===== config.mk =====
export PLATFORM = sky130hd
export DESIGN_NAME = linear_interp_resampler
export DESIGN_NICKNAME = d
export VERILOG_FILES = /design/src/hw/rtl/lir_pkg.sv /design/src/hw/rtl/linear_interp_resampler.sv
export SDC_FILE = /design/constraint.sdc
export NUM_CORES = 2
export LEC_CHECK = 0
export BUFFER_PORTS_ARGS = -buffer_cell sky130_fd_sc_hd__buf_2
export CORE_MARGIN = 1.5
export CORE_UTILIZATION = 35
export CTS_BUF_LIST = sky130_fd_sc_hd__clkbuf_4
export DETAILED_ROUTE_END_ITERATION = 12
export SLEW_MARGIN = 5
export SYNTH_ARGS = -nofsm -noshare
export SYNTH_HDL_FRONTEND = slang
export SYNTH_SLANG_ARGS = --single-unit

===== constraint.sdc =====
create_clock -name clk -period 47.1 [get_ports clk]
set_input_delay 4.71 -clock clk [delete_from_list [all_inputs] [get_ports clk]]
set_output_delay 4.71 -clock clk [all_outputs]
set_load 0.01 [all_outputs]

===== src/hw/rtl/lir_pkg.sv =====
// ----------------------------------------------------------------------------
// lir_pkg
// Shared types and fixed widths of the linear interpolation resampler.
// ----------------------------------------------------------------------------
package lir_pkg;

    // rate registers and block counters
    localparam int RATE_W  = 18;
    localparam int CNT32_W = 32;

    // serial arithmetic unit
    localparam int ACC_W   = 64;              // accumulator and dividend shift register
    localparam int RQ_W    = 52;              // output-count quotient (dividend < 2^52)
    localparam int DREM_W  = RATE_W + 1;      // partial remainder, divisor up to 2*rate
    localparam int STEP_W  = 7;

    localparam logic [STEP_W-1:0] MUL_STEPS  = STEP_W'(RATE_W);
    localparam logic [STEP_W-1:0] RDIV_STEPS = STEP_W'(RQ_W);
    localparam logic [STEP_W-1:0] BDIV_STEPS = STEP_W'(ACC_W);
    localparam logic [STEP_W-1:0] ADIV_STEPS = STEP_W'(DREM_W);

    // configuration register indexes
    localparam int CFG_IDX_W = 1;
    typedef enum logic [CFG_IDX_W-1:0] {
        CFG_IN_RATE  = 1'b0,
        CFG_OUT_RATE = 1'b1
    } lir_cfg_idx_t;

    // sequencer states
    typedef enum logic [3:0] {
        ST_IDLE,
        ST_PASS,
        ST_RMUL,
        ST_RDIV,
        ST_DECIDE,
        ST_POP,
        ST_BMUL,
        ST_BDIV,
        ST_ADIV,
        ST_EMIT
    } lir_state_t;

endpackage


===== src/hw/rtl/linear_interp_resampler.sv =====
// ----------------------------------------------------------------------------
// linear_interp_resampler
// Mono sample rate converter by linear interpolation, bit-serial arithmetic.
// ----------------------------------------------------------------------------
// The block takes one input sample at a time and answers with zero to
// MAX_UPSAMPLE+1 output samples; the run ends with the input that carries
// tlast, and the last output of the run carries tlast. All arithmetic runs
// through one shift-add multiplier (one multiplier bit per cycle) and one
// restoring divider (one quotient bit per cycle). With equal or zero rates a
// sample passes straight through. Otherwise each input first sizes the run
// (18 multiply steps, 52 quotient bits), then computes each interpolated
// output (18 multiply steps, 64 quotient bits for the rounded blend, 19
// quotient bits for the phase step). Outputs are also released from the
// two-deep hold, and the block waits while the output register is full and
// m_axis_tready stays low. A new input is taken once the previous one has
// finished; the output register may still hold its last result. Rates are
// to be written through the cfg port only while the block is idle; the block
// itself does not enforce it.
module linear_interp_resampler #(
    parameter int MAX_UPSAMPLE = 8,
    parameter int SAMPLE_BITS  = 16
) (
    input  logic                                clk,
    input  logic                                rst_n,
    // configuration writes
    input  logic                                cfg_valid,
    output logic                                cfg_ready,
    input  logic [lir_pkg::CFG_IDX_W-1:0]       cfg_index,
    input  logic [lir_pkg::RATE_W-1:0]          cfg_data,
    // input samples
    input  logic                                s_axis_tvalid,
    output logic                                s_axis_tready,
    input  logic [((SAMPLE_BITS+7)/8)*8-1:0]    s_axis_tdata,   // sample_in, zero pad above
    input  logic                                s_axis_tlast,   // final_in
    // output samples
    output logic                                m_axis_tvalid,
    input  logic                                m_axis_tready,
    output logic [((SAMPLE_BITS+7)/8)*8-1:0]    m_axis_tdata,   // sample_out, zero pad above
    output logic                                m_axis_tlast    // final_out
);
    import lir_pkg::*;

    localparam int TDATA_W = ((SAMPLE_BITS + 7) / 8) * 8;
    localparam int CAP     = MAX_UPSAMPLE + 1;
    localparam int N_W     = $clog2(CAP + 1);
    localparam logic [N_W-1:0] CAP_N = N_W'(CAP);

    // control state
    lir_state_t                state_reg, state_next;
    logic [RATE_W-1:0]         in_rate_reg, in_rate_next;
    logic [RATE_W-1:0]         out_rate_reg, out_rate_next;
    logic                      fin_reg, fin_next;
    logic signed [SAMPLE_BITS-1:0] prev_reg, prev_next;
    logic [CNT32_W-1:0]        seen_reg, seen_next;
    logic [CNT32_W-1:0]        sent_reg, sent_next;
    logic [RATE_W-1:0]         phase_reg, phase_next;
    logic [CNT32_W-1:0]        src_reg, src_next;
    logic [1:0]                hold_cnt_reg, hold_cnt_next;
    logic [N_W-1:0]            n_reg, n_next;
    logic [STEP_W-1:0]         cnt_reg, cnt_next;
    logic                      m_valid_reg, m_valid_next;

    // payload and datapath
    logic signed [SAMPLE_BITS-1:0] c_reg, c_next;
    logic [SAMPLE_BITS-1:0]    hold0_reg, hold0_next;
    logic [SAMPLE_BITS-1:0]    hold1_reg, hold1_next;
    logic [SAMPLE_BITS-1:0]    blend_reg, blend_next;
    logic [RQ_W-1:0]           r_reg, r_next;
    logic [ACC_W-1:0]          acc_reg, acc_next;
    logic [ACC_W-1:0]          mca_reg, mca_next;
    logic [ACC_W-1:0]          mcb_reg, mcb_next;
    logic [RATE_W-1:0]         mpa_reg, mpa_next;
    logic [RATE_W-1:0]         mpb_reg, mpb_next;
    logic [ACC_W-1:0]          dq_reg, dq_next;
    logic [DREM_W-1:0]         drem_reg, drem_next;
    logic [DREM_W-1:0]         dsor_reg, dsor_next;
    logic [SAMPLE_BITS-1:0]    m_data_reg, m_data_next;
    logic                      m_last_reg, m_last_next;

    // decision terms
    logic                      pass_mode;
    logic                      out_free;
    logic                      last_step;
    logic                      room;
    logic [CNT32_W:0]          m_cur;
    logic [CNT32_W:0]          sent1;
    logic [CNT32_W:0]          src1;
    logic [CNT32_W:0]          src2;
    logic                      pop_ok;
    logic                      calc_ok;
    logic                      last_flag;

    // serial unit terms
    logic [ACC_W-1:0]          mul_acc_step;
    logic [DREM_W:0]           div_trial;
    logic                      div_ge;
    logic [DREM_W-1:0]         div_rem_step;
    logic [ACC_W-1:0]          div_q_step;
    logic [ACC_W-1:0]          rdiv_dividend;
    logic [ACC_W-1:0]          bdiv_dividend;
    logic [DREM_W-1:0]         adiv_sum;
    logic [RQ_W-1:0]           r_q;
    logic signed [SAMPLE_BITS-1:0] s0_sel;
    logic signed [SAMPLE_BITS-1:0] s1_sel;
    logic signed [SAMPLE_BITS:0]   s_diff;

    assign cfg_ready     = 1'b1;
    assign s_axis_tready = (state_reg == ST_IDLE);
    assign m_axis_tvalid = m_valid_reg;
    assign m_axis_tdata  = TDATA_W'(m_data_reg);
    assign m_axis_tlast  = m_last_reg;

    // configuration writes
    always_comb
    begin
        in_rate_next  = in_rate_reg;
        out_rate_next = out_rate_reg;
        if (cfg_valid)
        begin
            unique case (cfg_index)
                CFG_IN_RATE:  in_rate_next  = cfg_data;
                CFG_OUT_RATE: out_rate_next = cfg_data;
            endcase
        end
    end

    // decision terms shared by both sequencer blocks
    always_comb
    begin
        pass_mode = (in_rate_reg == '0) || (out_rate_reg == '0)
                    || (in_rate_reg == out_rate_reg);
        out_free  = !m_valid_reg || m_axis_tready;
        last_step = (cnt_reg == STEP_W'(1));
        room      = (n_reg < CAP_N);
        m_cur     = {1'b0, seen_reg} + (CNT32_W+1)'(1);
        sent1     = {1'b0, sent_reg} + (CNT32_W+1)'(1);
        src1      = {1'b0, src_reg} + (CNT32_W+1)'(1);
        src2      = {1'b0, src_reg} + (CNT32_W+1)'(2);
        if (fin_reg)
        begin
            pop_ok  = (hold_cnt_reg != 2'd0) && room && (RQ_W'(sent_reg) < r_reg);
            calc_ok = (hold_cnt_reg == 2'd0) && room && (RQ_W'(sent_reg) < r_reg);
        end
        else
        begin
            pop_ok  = (hold_cnt_reg != 2'd0) && room && (RQ_W'(sent1) < r_reg);
            calc_ok = (hold_cnt_reg != 2'd2) && room && (src2 <= m_cur);
        end
        // no further output follows once the cap or the run length is reached
        last_flag = fin_reg && (((n_reg + 1'b1) == CAP_N) || (RQ_W'(sent1) >= r_reg));
    end

    // serial multiply and divide steps
    always_comb
    begin
        mul_acc_step = acc_reg + (mpa_reg[0] ? mca_reg : '0) + (mpb_reg[0] ? mcb_reg : '0);
        div_trial    = {drem_reg, dq_reg[ACC_W-1]};
        div_ge       = (div_trial >= {1'b0, dsor_reg});
        div_rem_step = div_ge ? DREM_W'(div_trial - {1'b0, dsor_reg}) : DREM_W'(div_trial);
        div_q_step   = {dq_reg[ACC_W-2:0], div_ge};
        // (2*m*b + a), left aligned for a 52-bit quotient
        rdiv_dividend = ((acc_reg << 1) + ACC_W'(in_rate_reg)) << (ACC_W - RQ_W);
        // 2*(num + half*b) + b, modulo 2^64
        bdiv_dividend = ((acc_reg + (ACC_W'(out_rate_reg) << (SAMPLE_BITS - 1))) << 1)
                        + ACC_W'(out_rate_reg);
        adiv_sum      = {1'b0, phase_reg} + {1'b0, in_rate_reg};
        r_q           = div_q_step[RQ_W-1:0];
        // blend operands: samples at source index and index+1
        s0_sel = (src1 >= m_cur) ? c_reg : prev_reg;
        s1_sel = (src2 >= m_cur) ? c_reg : prev_reg;
        s_diff = (SAMPLE_BITS+1)'(s1_sel) - (SAMPLE_BITS+1)'(s0_sel);
    end

    // next state
    always_comb
    begin
        state_next = state_reg;
        unique case (state_reg)
            ST_IDLE:
                if (s_axis_tvalid)
                    state_next = pass_mode ? ST_PASS : ST_RMUL;
            ST_PASS:
                if (out_free)
                    state_next = ST_IDLE;
            ST_RMUL:
                if (last_step)
                    state_next = ST_RDIV;
            ST_RDIV:
                if (last_step)
                    state_next = ST_DECIDE;
            ST_DECIDE:
                if (pop_ok)
                    state_next = ST_POP;
                else if (calc_ok)
                    state_next = ST_BMUL;
                else
                    state_next = ST_IDLE;
            ST_POP:
                if (out_free)
                    state_next = ST_DECIDE;
            ST_BMUL:
                if (last_step)
                    state_next = ST_BDIV;
            ST_BDIV:
                if (last_step)
                    state_next = ST_ADIV;
            ST_ADIV:
                if (last_step)
                    state_next = fin_reg ? ST_EMIT : ST_DECIDE;
            ST_EMIT:
                if (out_free)
                    state_next = ST_DECIDE;
            default:
                state_next = ST_IDLE;
        endcase
    end

    // datapath and outputs
    always_comb
    begin
        fin_next      = fin_reg;
        prev_next     = prev_reg;
        seen_next     = seen_reg;
        sent_next     = sent_reg;
        phase_next    = phase_reg;
        src_next      = src_reg;
        hold_cnt_next = hold_cnt_reg;
        n_next        = n_reg;
        cnt_next      = cnt_reg;
        c_next        = c_reg;
        hold0_next    = hold0_reg;
        hold1_next    = hold1_reg;
        blend_next    = blend_reg;
        r_next        = r_reg;
        acc_next      = acc_reg;
        mca_next      = mca_reg;
        mcb_next      = mcb_reg;
        mpa_next      = mpa_reg;
        mpb_next      = mpb_reg;
        dq_next       = dq_reg;
        drem_next     = drem_reg;
        dsor_next     = dsor_reg;
        m_data_next   = m_data_reg;
        m_last_next   = m_last_reg;
        m_valid_next  = m_axis_tready ? 1'b0 : m_valid_reg;

        unique case (state_reg)
            ST_IDLE:
            begin
                if (s_axis_tvalid)
                begin
                    c_next   = s_axis_tdata[SAMPLE_BITS-1:0];
                    fin_next = s_axis_tlast;
                    n_next   = '0;
                    // m * out_rate for the run length
                    acc_next = '0;
                    mca_next = ACC_W'(m_cur);
                    mpa_next = out_rate_reg;
                    mcb_next = '0;
                    mpb_next = '0;
                    cnt_next = MUL_STEPS;
                end
            end

            ST_PASS:
            begin
                if (out_free)
                begin
                    m_valid_next = 1'b1;
                    m_data_next  = c_reg;
                    m_last_next  = fin_reg;
                    if (fin_reg)
                    begin
                        prev_next     = '0;
                        seen_next     = '0;
                        sent_next     = '0;
                        phase_next    = '0;
                        src_next      = '0;
                        hold_cnt_next = '0;
                    end
                    else
                    begin
                        prev_next = c_reg;
                        seen_next = seen_reg + CNT32_W'(1);
                    end
                end
            end

            ST_RMUL, ST_BMUL:
            begin
                acc_next = mul_acc_step;
                mca_next = mca_reg << 1;
                mcb_next = mcb_reg << 1;
                mpa_next = mpa_reg >> 1;
                mpb_next = mpb_reg >> 1;
                cnt_next = cnt_reg - STEP_W'(1);
            end

            ST_RDIV:
            begin
                if (cnt_reg == '0)
                begin
                    dq_next   = rdiv_dividend;
                    drem_next = '0;
                    dsor_next = {in_rate_reg, 1'b0};
                    cnt_next  = RDIV_STEPS;
                end
                else
                begin
                    dq_next   = div_q_step;
                    drem_next = div_rem_step;
                    cnt_next  = cnt_reg - STEP_W'(1);
                    if (last_step)
                        r_next = (fin_reg && (r_q == '0)) ? RQ_W'(1) : r_q;
                end
            end

            ST_DECIDE:
            begin
                if (pop_ok)
                begin
                    // handled in ST_POP
                end
                else if (calc_ok)
                begin
                    // s0*b + (s1-s0)*rem
                    acc_next = '0;
                    mca_next = ACC_W'(s0_sel);
                    mpa_next = out_rate_reg;
                    mcb_next = ACC_W'(s_diff);
                    mpb_next = phase_reg;
                    cnt_next = MUL_STEPS;
                end
                else if (fin_reg)
                begin
                    prev_next     = '0;
                    seen_next     = '0;
                    sent_next     = '0;
                    phase_next    = '0;
                    src_next      = '0;
                    hold_cnt_next = '0;
                end
                else
                begin
                    prev_next = c_reg;
                    seen_next = m_cur[CNT32_W-1:0];
                end
            end

            ST_POP:
            begin
                if (out_free)
                begin
                    m_valid_next  = 1'b1;
                    m_data_next   = hold0_reg;
                    m_last_next   = last_flag;
                    hold0_next    = hold1_reg;
                    hold_cnt_next = hold_cnt_reg - 2'd1;
                    sent_next     = sent_reg + CNT32_W'(1);
                    n_next        = n_reg + 1'b1;
                end
            end

            ST_BDIV:
            begin
                if (cnt_reg == '0)
                begin
                    dq_next   = bdiv_dividend;
                    drem_next = '0;
                    dsor_next = {out_rate_reg, 1'b0};
                    cnt_next  = BDIV_STEPS;
                end
                else if (last_step)
                begin
                    // quotient minus half is a flip of the top bit
                    blend_next = {~div_q_step[SAMPLE_BITS-1], div_q_step[SAMPLE_BITS-2:0]};
                    // phase step: (rem + a) / b
                    dq_next    = {adiv_sum, {(ACC_W - DREM_W){1'b0}}};
                    drem_next  = '0;
                    dsor_next  = {1'b0, out_rate_reg};
                    cnt_next   = ADIV_STEPS;
                end
                else
                begin
                    dq_next   = div_q_step;
                    drem_next = div_rem_step;
                    cnt_next  = cnt_reg - STEP_W'(1);
                end
            end

            ST_ADIV:
            begin
                dq_next   = div_q_step;
                drem_next = div_rem_step;
                cnt_next  = cnt_reg - STEP_W'(1);
                if (last_step)
                begin
                    src_next   = src_reg + CNT32_W'(div_q_step[DREM_W-1:0]);
                    phase_next = div_rem_step[RATE_W-1:0];
                    if (!fin_reg)
                    begin
                        if (hold_cnt_reg == 2'd0)
                            hold0_next = blend_reg;
                        else
                            hold1_next = blend_reg;
                        hold_cnt_next = hold_cnt_reg + 2'd1;
                    end
                end
            end

            ST_EMIT:
            begin
                if (out_free)
                begin
                    m_valid_next = 1'b1;
                    m_data_next  = blend_reg;
                    m_last_next  = last_flag;
                    sent_next    = sent_reg + CNT32_W'(1);
                    n_next       = n_reg + 1'b1;
                end
            end

            default:
            begin
            end
        endcase
    end

    // control registers
    always_ff @(posedge clk or negedge rst_n)
    begin
        if (!rst_n)
        begin
            state_reg    <= ST_IDLE;
            in_rate_reg  <= RATE_W'(44100);
            out_rate_reg <= RATE_W'(44100);
            fin_reg      <= 1'b0;
            prev_reg     <= '0;
            seen_reg     <= '0;
            sent_reg     <= '0;
            phase_reg    <= '0;
            src_reg      <= '0;
            hold_cnt_reg <= '0;
            n_reg        <= '0;
            cnt_reg      <= '0;
            m_valid_reg  <= 1'b0;
        end
        else
        begin
            state_reg    <= state_next;
            in_rate_reg  <= in_rate_next;
            out_rate_reg <= out_rate_next;
            fin_reg      <= fin_next;
            prev_reg     <= prev_next;
            seen_reg     <= seen_next;
            sent_reg     <= sent_next;
            phase_reg    <= phase_next;
            src_reg      <= src_next;
            hold_cnt_reg <= hold_cnt_next;
            n_reg        <= n_next;
            cnt_reg      <= cnt_next;
            m_valid_reg  <= m_valid_next;
        end
    end

    // payload and serial unit registers
    always_ff @(posedge clk)
    begin
        c_reg      <= c_next;
        hold0_reg  <= hold0_next;
        hold1_reg  <= hold1_next;
        blend_reg  <= blend_next;
        r_reg      <= r_next;
        acc_reg    <= acc_next;
        mca_reg    <= mca_next;
        mcb_reg    <= mcb_next;
        mpa_reg    <= mpa_next;
        mpb_reg    <= mpb_next;
        dq_reg     <= dq_next;
        drem_reg   <= drem_next;
        dsor_reg   <= dsor_next;
        m_data_reg <= m_data_next;
        m_last_reg <= m_last_next;
    end

endmodule


==> reports/qor.csv <==
stage,metric,value,unit
clocking,CTS Buffer Depth,3,
yosys,"Cell Area, Synth",45900,sq um
timing,worst relative slew slack,21.3,%
clocking,CTS Buf Count,181,
yosys,syn_nets,5294,
clocking,"Gates resized, CTS repair",0,
global_routing,initial antenna violation count,3,
timing,Period minus WS final,9.06,ns
yosys,"EDFF count, synth",460,
yosys,Yosys top cell by area,edfxtp_1,
global_routing,GRT overflow,0,
yosys,top_reg_cell synth,edfxtp_1,
run,max_cap viols,0,
clocking,TritonCTS clock tree,yes,
pwr,leakage,21.4,nW
pwr,Design Power,3.74,mW
yosys,cell count after synthesis,4862,
global_routing,total track usage,21.0,%
timing,clock skew,0.0891,ns
routing,Avg WL per Cell,20.7,microns
timing,measured slew at the worst slew-check pin,1.18,ns
global_routing,global-route wire length before repair,217000,microns
timing,setup TNS,0,ns
critical_path,WS Path Type,register to register,
final_layout,"leading cell types in the layout, fill and taps excluded","nand2_1 (665), edfxtp_1 (460), ha_1 (321)",
yosys,register area share after synthesis,40.2,%
placement,hpwl dp,101000,microns
final_layout,"commonest non-fill, non-tap cell in the layout",nand2_1,
run_status,status,"finished, final reports clean",
clocking,TritonCTS sink count,645,
critical_path,"slowest stage cell, crit path",nor3_1,
final_layout,Final #Nets,5308,
routing,vias per inst,5.52,
pwr,PD cells,74.3,nW/um^2
pwr,Max VDD drop,68.2,uV
clocking,clock root cell,clkbuf_4,
placement,Placer Congestion,0.933,
global_routing,largest net degree at the start of global routing,156,
critical_path,CP startpoint kind,register,
routing,via count,37400,
die,die height,365,microns
routing,Final ANT Viol Nets,0,
clocking,Clock transition at path regs,0.07,ns
final_layout,Area Overhead vs Synth,9.48,%
die,initial core utilization,35.4,%
critical_path,crit path DAT,9.86,ns
yosys,Seq cells post-synth,645,
placement,Port Buffer Count,59,
die,io pins,61,
timing,endpoints failing hold,0,
timing,FMAX,110,MHz
timing,RSZ-0062 raised after global routing,no,
die,Die W,365,microns
timing,Final Max Slew Viols,0,
timing,final setup violation count,0,
critical_path,Worst Setup End Kind,register,
clocking,clock latency at the later pin of the worst-skew pair,1.16,ns
yosys,share of the synthesized area in the top cell type,30.1,%
routing,Total Wirelength,140000,microns
timing,hold_ws,0.444,ns
timing,fin crit share,19.2,%
die,Core Rows,132,
die,die area,133000,sq um
yosys,unique cell type count in the Yosys netlist,88,
routing,Detailed Route Iter0 Violations,3599,
yosys,synth warn,0,
die,core area,130000,sq um
critical_path,CP peak stage delay,0.65,ns
critical_path,"Data required, critical path",47.91,ns
clocking,Post-CTS Setup Bufs,0,
yosys,ys async rst share,28.7,%
critical_path,Max Fanout on Critical Path,47,
yosys,mean area per synthesized cell,9.45,sq um
clocking,H-Tree Depth,4,
final_layout,max reg flops,64,
routing,first drt pass iteration count,7,
worst_hold_path,Worst Hold Class,register to register,
yosys,Synth area leaders,"edfxtp_1 (30%), dfrtp_1 (9.4%), ha_1 (8.7%)",
routing,Remaining DRCs,0,
clocking,hold_buf cts,0,
global_routing,vias in the first global route,36700,
final_layout,layout cell share with drive strength beyond 1,10.1,%
-- where the power goes --
part | internal, mW | switching (mW) | leakage (nW)
combinational | 0.786 | 1.27 | 13.1
clock | 0.285 | 0.261 | 1.39
sequential | 0.912 | 0.225 | 6.92
-- stage by stage --
step | setup WS (ns) | cell area [sq um] | util (%) | std cells
floorplan | 17.99 | 45900 | - | 4862
global placement | 38.26 | 47900 | 36.9 | 6435
detailed placement | 38.16 | 47900 | 36.9 | 6435
CTS | 38.11 | 50300 | 38.7 | 6759
global route | 37.23 | 50300 | 38.7 | 6763
finish | 38.04 | 50300 | 38.7 | 6764
-- per-layer routing --
layer,global-route usage [%],part of all wire (%),up-vias
met4,8.80,3.9,0
met5,0,0,-
met2,34.2,46,1203
met3,3.32,5.9,291
li1,-,-,17800
met1,27.8,44,18000
-- cells in the mapped netlist, types with 18 or more instances --
| library cell | instances |
|---|---|
| a22oi_1 | 44 |
| o31ai_1 | 88 |
| nand2b_1 | 41 |
| nor2_1 | 315 |
| ha_1 | 321 |
| edfxtp_1 | 460 |
| mux2_2 | 54 |
| a21oi_1 | 273 |
| a211oi_1 | 31 |
| o21bai_1 | 28 |
| and3_1 | 72 |
| o21ai_0 | 265 |
| and4_1 | 20 |
| nor2b_1 | 31 |
| xor2_1 | 180 |
| a22o_1 | 22 |
| nor4_1 | 43 |
| a21o_1 | 162 |
| nand4_1 | 69 |
| clkbuf_1 | 254 |
| or3_1 | 28 |
| o21a_1 | 35 |
| inv_1 | 139 |
| and2_1 | 148 |
| nand3_1 | 158 |
| o221ai_1 | 42 |
| xnor2_1 | 207 |
| nand2_1 | 666 |
| mux2i_1 | 39 |
| fa_1 | 70 |
| a31oi_1 | 40 |
| nor3_1 | 80 |
| dfrtp_1 | 173 |
| buf_1 | 18 |
-- worst paths after layout --
check / startpoint / to / slack (ns) / cells past startpoint
setup / recovery: src_reg[1]$_DFFE_PN0P_ / mcb_reg[43]$_DFFE_PP_ / 38.04 / 35
hold reg to reg: dq_reg[32]$_DFFE_PP_ / r_reg[33]$_SDFFCE_PP0P_ / 0.44 / 0
min in group asynchronous: rst_n / src_reg[6]$_DFFE_PN0P_ / 3.62 / 1
setup reg to reg: src_reg[1]$_DFFE_PN0P_ / mcb_reg[43]$_DFFE_PP_ / 38.04 / 35
max in group asynchronous: rst_n / in_rate_reg[7]$_DFFE_PN0P_ / 41.35 / 3
hold / removal: dq_reg[32]$_DFFE_PP_ / r_reg[33]$_SDFFCE_PP0P_ / 0.44 / 0
-- layout make-up --
cell class	instances	area (sq um)
fill	13100	79500
tap	1742	2180
clock inverter	81	564
inverter	139	522
sequential	645	18500
antenna	5	12.5
timing repair buffer	114	729
multi-input combinational	3795	26000
clock buffer	243	1820
-- cells by family (layout without fill, tap and decap cells) --
group	after synthesis	in the layout	share of synthesized area, %
AO/OA/AOI/OAI	1178	1178	16.8
other	1	6	0.00817
flip-flops	645	645	40.2
multiplexers	93	93	2.17
XOR/XNOR	387	387	7.38
adder cells (fa/ha/maj)	391	391	11.8
AND/OR/NAND/NOR	1745	1745	18.2
buffers and inverters	422	577	3.48
-- critical path, delay by kind of cell (launching register included) --
kind | cells | cell delay, ns
buf+inv | 3 | 0.87
xor+xnor | 1 | 0.17
simple gates | 17 | 3.84
flops | 1 | 0.52
compound gates | 9 | 1.66
fa+ha+maj | 4 | 1.21
mux | 1 | 0.39
Power figures use the tool's default switching activity.
